<file path="src/design/memt_pkg.sv">
// shared types and constants for the midi event match table
package memt_pkg;

  localparam int unsigned Entries = 64;
  localparam int unsigned IdxW = $clog2(Entries);
  localparam int unsigned CntW = $clog2(Entries + 1);
  localparam logic [6:0] CcAllNotesOff = 7'd123;
  localparam logic [3:0] StatusCc = 4'hB;
  localparam logic [3:0] TypeProgChange = 4'd4;
  localparam logic [3:0] TypePitchBend = 4'd6;
  localparam logic [3:0] TypeCcMax = 4'd3;
  localparam logic [3:0] TypeAfterTouch = 4'd5;

  typedef enum logic [1:0] {
    ActAdd = 2'd0,
    ActMatch = 2'd1,
    ActSearch = 2'd2,
    ActClear = 2'd3
  } action_e;

  typedef struct packed {
    logic [15:0] id;
    logic [3:0] etype;
    logic [7:0] first;
    logic [7:0] second;
    logic present;
    logic [15:0] ports;
    logic [15:0] rmin;
    logic [15:0] rmax;
  } entry_t;

  typedef struct packed {
    action_e action;
    logic [15:0] id;
    logic [7:0] status;
    logic [6:0] d1;
    logic [6:0] d2;
    logic noff;
    logic add_err;
  } cmd_t;

endpackage

</file>
<file path="src/design/memt_front.sv">
// front end: accepts items, updates the entry count, writes adds, queues every command for the back end
module memt_front (
  input  logic clk_i,
  input  logic rst_ni,
  input  logic start,
  output logic busy,
  input  logic [4:0] notes_off_channel_i,
  input  logic [1:0] action_i,
  input  memt_pkg::entry_t entry_i,
  input  logic [7:0] midi_status_i,
  input  logic [6:0] midi_data1_i,
  input  logic [6:0] midi_data2_i,
  output logic wr_en_o,
  output logic [memt_pkg::IdxW-1:0] wr_addr_o,
  output memt_pkg::entry_t wr_data_o,
  output logic [memt_pkg::CntW-1:0] count_o,
  output logic q_valid_o,
  output memt_pkg::cmd_t q_cmd_o,
  input  logic q_pop_i
);
  logic [memt_pkg::CntW-1:0] count_q, count_d;
  logic q_valid_q;
  memt_pkg::cmd_t q_cmd_q;
  logic acc, full, noff;

  assign busy = q_valid_q;
  assign acc = start && !busy;
  assign full = (count_q == memt_pkg::CntW'(memt_pkg::Entries));
  assign noff = (midi_status_i[7:4] == memt_pkg::StatusCc) && (notes_off_channel_i != 5'd0)
    && ({1'b0, midi_status_i[3:0]} == notes_off_channel_i - 5'd1)
    && (midi_data1_i == memt_pkg::CcAllNotesOff);

  assign wr_en_o = acc && (memt_pkg::action_e'(action_i) == memt_pkg::ActAdd) && !full;
  assign wr_addr_o = count_q[memt_pkg::IdxW-1:0];
  assign wr_data_o = entry_i;

  always_comb begin
    count_d = count_q;
    if (wr_en_o) count_d = count_q + memt_pkg::CntW'(1);
    else if (acc && memt_pkg::action_e'(action_i) == memt_pkg::ActClear)
      count_d = '0;
  end

  always_ff @(posedge clk_i or negedge rst_ni) begin
    if (!rst_ni) begin
      count_q <= '0;
      q_valid_q <= 1'b0;
    end else begin
      count_q <= count_d;
      if (acc) q_valid_q <= 1'b1;
      else if (q_pop_i) q_valid_q <= 1'b0;
    end
  end

  always_ff @(posedge clk_i) begin
    if (acc) begin
      q_cmd_q.action <= memt_pkg::action_e'(action_i);
      q_cmd_q.id <= entry_i.id;
      q_cmd_q.status <= midi_status_i;
      q_cmd_q.d1 <= midi_data1_i;
      q_cmd_q.d2 <= midi_data2_i;
      q_cmd_q.noff <= noff && (memt_pkg::action_e'(action_i) == memt_pkg::ActMatch);
      q_cmd_q.add_err <= full;
    end
  end

  assign count_o = count_q;
  assign q_valid_o = q_valid_q;
  assign q_cmd_o = q_cmd_q;
endmodule

</file>
<file path="config.mk">
export PLATFORM = sky130hd
export DESIGN_NAME = memt_front
export DESIGN_NICKNAME = d
export VERILOG_FILES = /design/src/design/memt_pkg.sv /design/src/design/memt_front.sv
export SDC_FILE = /design/constraint.sdc
export NUM_CORES = 1
export LEC_CHECK = 0
export BUFFER_PORTS_ARGS = -buffer_cell sky130_fd_sc_hd__clkbuf_2
export CELL_PAD_IN_SITES_DETAIL_PLACEMENT = 1
export CELL_PAD_IN_SITES_GLOBAL_PLACEMENT = 1
export CORE_ASPECT_RATIO = 0.6
export CORE_UTILIZATION = 24
export DETAILED_ROUTE_END_ITERATION = 16
export HOLD_SLACK_MARGIN = 0.08
export PLACE_DENSITY_LB_ADDON = 0.2
export SYNTH_ARGS = -nofsm -noshare
export SYNTH_HDL_FRONTEND = slang
export SYNTH_SLANG_ARGS = --single-unit
</file>
<file path="constraint.sdc">
create_clock -name clk_i -period 3.6 [get_ports clk_i]
set_input_delay 0.36 -clock clk_i [delete_from_list [all_inputs] [get_ports clk_i]]
set_output_delay 0.36 -clock clk_i [all_outputs]
set_load 0.05 [all_outputs]
</file>
=== Word-level counts from Yosys, hierarchy flattened ===
Index checks and enable logic that the tools add are counted.

* Register bits: 50
* Output and inout port bits: 143
* Logic and storage cells: 35

* Add/sub/neg operators: 2
* Eq/ne operators: 6
* Multiplexer cells: 4
* Reductions and logical operators: 14

{| class="wikitable"
|+ Operator list
! kind !! count
|-
| $eq A7 B7 Y1 const B || 2
|-
| $mux W7 || 2
|-
| $logic_and A1 B1 Y1 || 8
|-
| $add A7 B1 Y7 const B || 1
|-
| $eq A4 B5 Y1 || 1
|-
| $reduce_bool A5 Y1 || 1
|-
| $sub A5 B1 Y5 const B || 1
|-
| $eq A4 B4 Y1 const B || 1
|-
| $reduce_bool A2 Y1 || 2
|-
| $eq A2 B1 Y1 const B || 1
|-
| $eq A2 B2 Y1 const B || 1
|-
| $logic_not A1 Y1 || 2
|-
| $logic_not A2 Y1 || 1
|-
| $mux W1 || 2
|}

=== Depth between registers and ports, before layout ===
* Depth after elaboration: 5
* Gate-level depth with buffers: 6
* Depth with buffers taken out: 6

=== Worst setup path after synthesis ===
No wires, ideal clock.

* Kind: register to register
* Start: register q_valid_q (netlist: busy)
* End: register count_q (netlist bit count_o[3])
* Setup time: 0.126 ns
* Arrival: 3.378 ns
* Path slack: 0.096 ns
* Stages on the path, launching flop included: 5
* Path buffers: 0
* Clock period less this slack: 3.504 ns
* Cells stage by stage: dfrtp_1 -> nor2b_1 -> and3_1 -> nor2_1 -> a221o_1

* Longest elaborated chain between the ends: 5
* Elaborated cells between the ends (all ways): 7
* Classes of those cells: 1 x mux; 6 x reduce/logical

{| class="wikitable"
|+ RTL lines
! item !! RTL line !! source
|-
| from (decl) || memt_front.sv:22 || <nowiki>logic q_valid_q;</nowiki>
|-
| from (signal assigned) || memt_front.sv:47 || <nowiki>q_valid_q <= 1'b0;</nowiki>
|-
| from (signal assigned) || memt_front.sv:50 || <nowiki>if (acc) q_valid_q <= 1'b1;</nowiki>
|-
| from (signal assigned) || memt_front.sv:51 || <nowiki>else if (q_pop_i) q_valid_q <= 1'b0;</nowiki>
|-
| $logic_not A1 Y1 * || memt_front.sv:27 || <nowiki>assign acc = start && !busy;</nowiki>
|-
| $logic_and A1 B1 Y1 * || memt_front.sv:27 ||
|-
| via acc || memt_front.sv:24 || <nowiki>logic acc, full, noff;</nowiki>
|-
| $logic_and A1 B1 Y1 (2 in series) || memt_front.sv:33 || <nowiki>assign wr_en_o = acc && (memt_pkg::action_e'(action_i) == memt_pkg::ActAdd) && !full;</nowiki>
|-
| $mux W7 or $reduce_bool A2 Y1 (tied branches) || n/a ||
|-
| to (signal assigned) || memt_front.sv:49 || <nowiki>count_q <= count_d;</nowiki>
|-
| to (decl) || memt_front.sv:21 || <nowiki>logic [memt_pkg::CntW-1:0] count_q, count_d;</nowiki>
|}

Mark *: on every way through the listed nets, which the timed path passes. The rest lies on a longest branch.
A chain may end at the register's enable or synchronous reset.

=== Worst setup path after layout ===
* Start: register q_valid_q (netlist: busy)
* End: output port wr_en_o

* Longest elaborated chain between the ends: 4

{| class="wikitable"
|+ RTL lines
! item !! RTL line !! source
|-
| $logic_not A1 Y1 || memt_front.sv:27 ||
|-
| $logic_and A1 B1 Y1 || memt_front.sv:27 ||
|-
| $logic_and A1 B1 Y1 (2 in series) || memt_front.sv:33 ||
|-
| to (decl) || memt_front.sv:13 || <nowiki>output logic wr_en_o,</nowiki>
|}

Every way passes these cells.

==> out/metrics.yaml <==
run_status:
  status: "completed"
place:
  gp_congestion: 0.740
  placed_area_um2: 2660
  dp_hpwl_mm: 4.50
  place.port_buffers: 122
sta:
  setup_viol: 0
  slew_headroom: 0.626
  finalSetupTns_ns: 0
  worst-slew-pin-transition_ns: 0.561
  finalClockSkew_ns: 0.00705
  fmax_ghz: 0.395
  min_period_ns: 2.53
  rsz0062_at_grt: "false"
  final_hold_viol_count: 0
  fin_crit_sh: 0.702
  drv_slew: 0
worst_setup_path:
  crit_path_end: "wr_en_o"
  crit_type: "flip-flop to primary output"
  worstPathCellList: "or4b_4, a41oi_2, clkbuf_2"
  reg2regPathDepth: 4
  r2r_end: "count_o[3]"
  critPathSlowestCell: "or4b_4"
  critPathCaptureType: "primary output"
  r2r_slack_ns: 1.38
  cp-startpoint: "busy"
  critical-path-max-stage-delay_ns: 0.60
  worstPathRequired_ns: 3.24
  critPathLaunchType: "flip-flop"
  crit_arrival_ns: 2.17
  timing.rr.start: "busy"
  path_max_fanout: 11
yosys:
  ys_ff_latch: 50
  syn_area_um2: 2570
  synth_area_leader_cell: "edfxtp_1"
  synth.net_count: 325
  synthArstFlopShare: 0.160
  synth_seq_area_share: 0.569
  synth_top_area_share: 0.491
  synth_edf_count: 42
  synth_top_flop_cell: "edfxtp_1"
  netlist_instances: 204
  synthTopCellsByArea: "edfxtp_1, buf_4, dfrtp_1, ha_1, mux2i_1"
  synth-warning-count: 0
  syn_area_per_cell_um2: 12.6
  synth_cell_type_count: 31
power:
  power_w: 0.00161
  clkPwrFrac: 0.307
  peakVddDrop_uv: 189
  powerDensity_nw_per_um2: 570
  p_switching_w: 0.000563
  p_leak_nw: 1.28
  combPwrFrac: 0.253
  seqPwrFrac: 0.441
  p_sw_frac: 0.349
  intPower_w: 0.00105
clock_tree:
  insertion_delay_ns: 0.29
  cts-buffers-inserted: 5
  clk_pin_slew_ns: 0.07
  clock_sinks: 50
  htree_levels: 2
  cts_resized: 0
  ctsHoldBuffers: 1
  cts_setup_buffers: 0
  clockBufferDepth: 2
  cts-root-buf: "clkbuf_16"
  tritoncts: "yes"
floorplan:
  die_h_um: 82.1
  start_util: 0.254
  row_count: 28
  dieArea_um2: 11100
  die_w_um: 136
  core-area_um2: 10100
  ios: 261
drt:
  drt_drc_violations_left: 0
  wirelength_mm: 5.68
  drtPass1Iterations: 4
  viasPerCell: 3.94
  num_vias: 1491
  wl_per_cell_um: 15.0
  ant_nets: 0
  drt_iter0_markers: 23
grt:
  grt_pass1_wl_mm: 8.09
  grt_remaining_overflow: 0
  track_usage: 0.100
  grt_start_max_net_pins: 44
  antenna_found_initial: 0
  grt_pass1_vias: 1451
cells_and_area:
  final_area_um2: 2830
  syn2layout_area_growth_pct: 10.2
  nNetsFinal: 363
  drive_above_1_share: 0.556
  antenna_cells: 0
run:
  cap_violations: 0
min_path:
  min_path_type: "primary input to flip-flop"
## logic make-up (layout without fill, tap and decap cells)
group,Yosys count,in the layout,share of synthesized area
buf+inv,97,136,0.278
flops,50,50,0.569
simple gates,36,36,0.0780
compound gates,10,10,0.0307
xor+xnor,4,4,0.0136
mux,4,4,0.0161
fa+ha+maj,3,3,0.0146
## layer usage
metal / routed length (µm) / track usage / up-vias
li1: - / - / 688
met1: 2820 / 0.136 / 693
met2: 2160 / 0.128 / 104
met3: 634 / 0.0543 / 6
met4: 61 / 0.0404 / 0
met5: 0 / 0 / -
## sequential cells by signal, indices dropped and copies added (netlist names)
| signal | count |
|---|---|
| busy | 1 |
| q_cmd_o | 42 |
| count_o | 7 |
## Yosys cell counts (2+ instances only)
master / count
nor2_1: 7
a211o_1: 2
nor4_1: 2
and3_1: 3
a21oi_1: 2
nand2_1: 8
edfxtp_1: 42
mux2i_1: 3
xnor2_1: 3
o21ai_0: 2
dfrtp_1: 8
ha_1: 3
nand4_1: 2
buf_4: 93
nor3_1: 2
nor2b_1: 2
nand3_1: 3
inv_1: 4
## critical path, delay by kind of cell (launching register included)
kind	cells	cell delay, ns
flip-flops	1	0.46
AO/OA/AOI/OAI	1	0.46
AND/OR/NAND/NOR	1	0.60
buffers and inverters	1	0.37
## layout make-up
| cell class | instances | area (µm²) |
|---|---|---|
| multi-input combinational | 57 | 400 |
| fill | 1163 | 7300 |
| clock buffer | 6 | 139 |
| clock inverter | 2 | 16.3 |
| tap | 135 | 169 |
| inverter | 4 | 15.0 |
| timing repair buffer | 124 | 628 |
| sequential | 50 | 1460 |
## worst min path at each step
stage	start	endpoint	slack, ns	depth (start not counted)
detailed placement	rst_ni	count_o[3]	0.23	1
global placement	rst_ni	count_o[3]	0.23	1
CTS	q_pop_i	busy	0.23	2
floorplan	rst_ni	busy	0.06	0
global route	midi_data2_i[0]	q_cmd_o[2]	0.23	1
finish	q_pop_i	busy	0.25	2
## layout by cell type, fill, tap and decap left out, types with 2 or more instances in the layout
master       n
clkbuf_2   122
edfxtp_1    42
nand2_1      8
dfrtp_1      8
nor2_1       7
clkbuf_16    5
inv_1        4
xnor2_1      3
mux2i_1      3
nand3_1      3
and3_1       3
ha_1         3
nand4_1      2
nor3_1       2
o21ai_0      2
a21oi_1      2
nor4_1       2
a211o_1      2
## per-stage QoR
stage                     setup WS [ns]  cells  hold slack (ns)  utilization
final                              1.07    378            0.246        0.279
after global routing              0.994    378            0.232        0.279
after CTS                          1.06    378            0.234        0.279
after detailed placement           1.38    369            0.231        0.263
after global placement             1.40    369            0.233        0.263
after floorplan                  0.0962    204           0.0644            -
## power by group through the flow
stage | Sequential [W] | Clock [W] | Combinational, W
after floorplan | 0.000872 | 0 | 0.000381
after global placement | 0.000724 | 0 | 0.000411
after detailed placement | 0.000724 | 0 | 0.000412
after CTS | 0.000712 | 0.000520 | 0.000413
after global routing | 0.000719 | 0.000538 | 0.000431
final | 0.000711 | 0.000494 | 0.000407
Note: power is estimated with default switching activity, not from simulation.
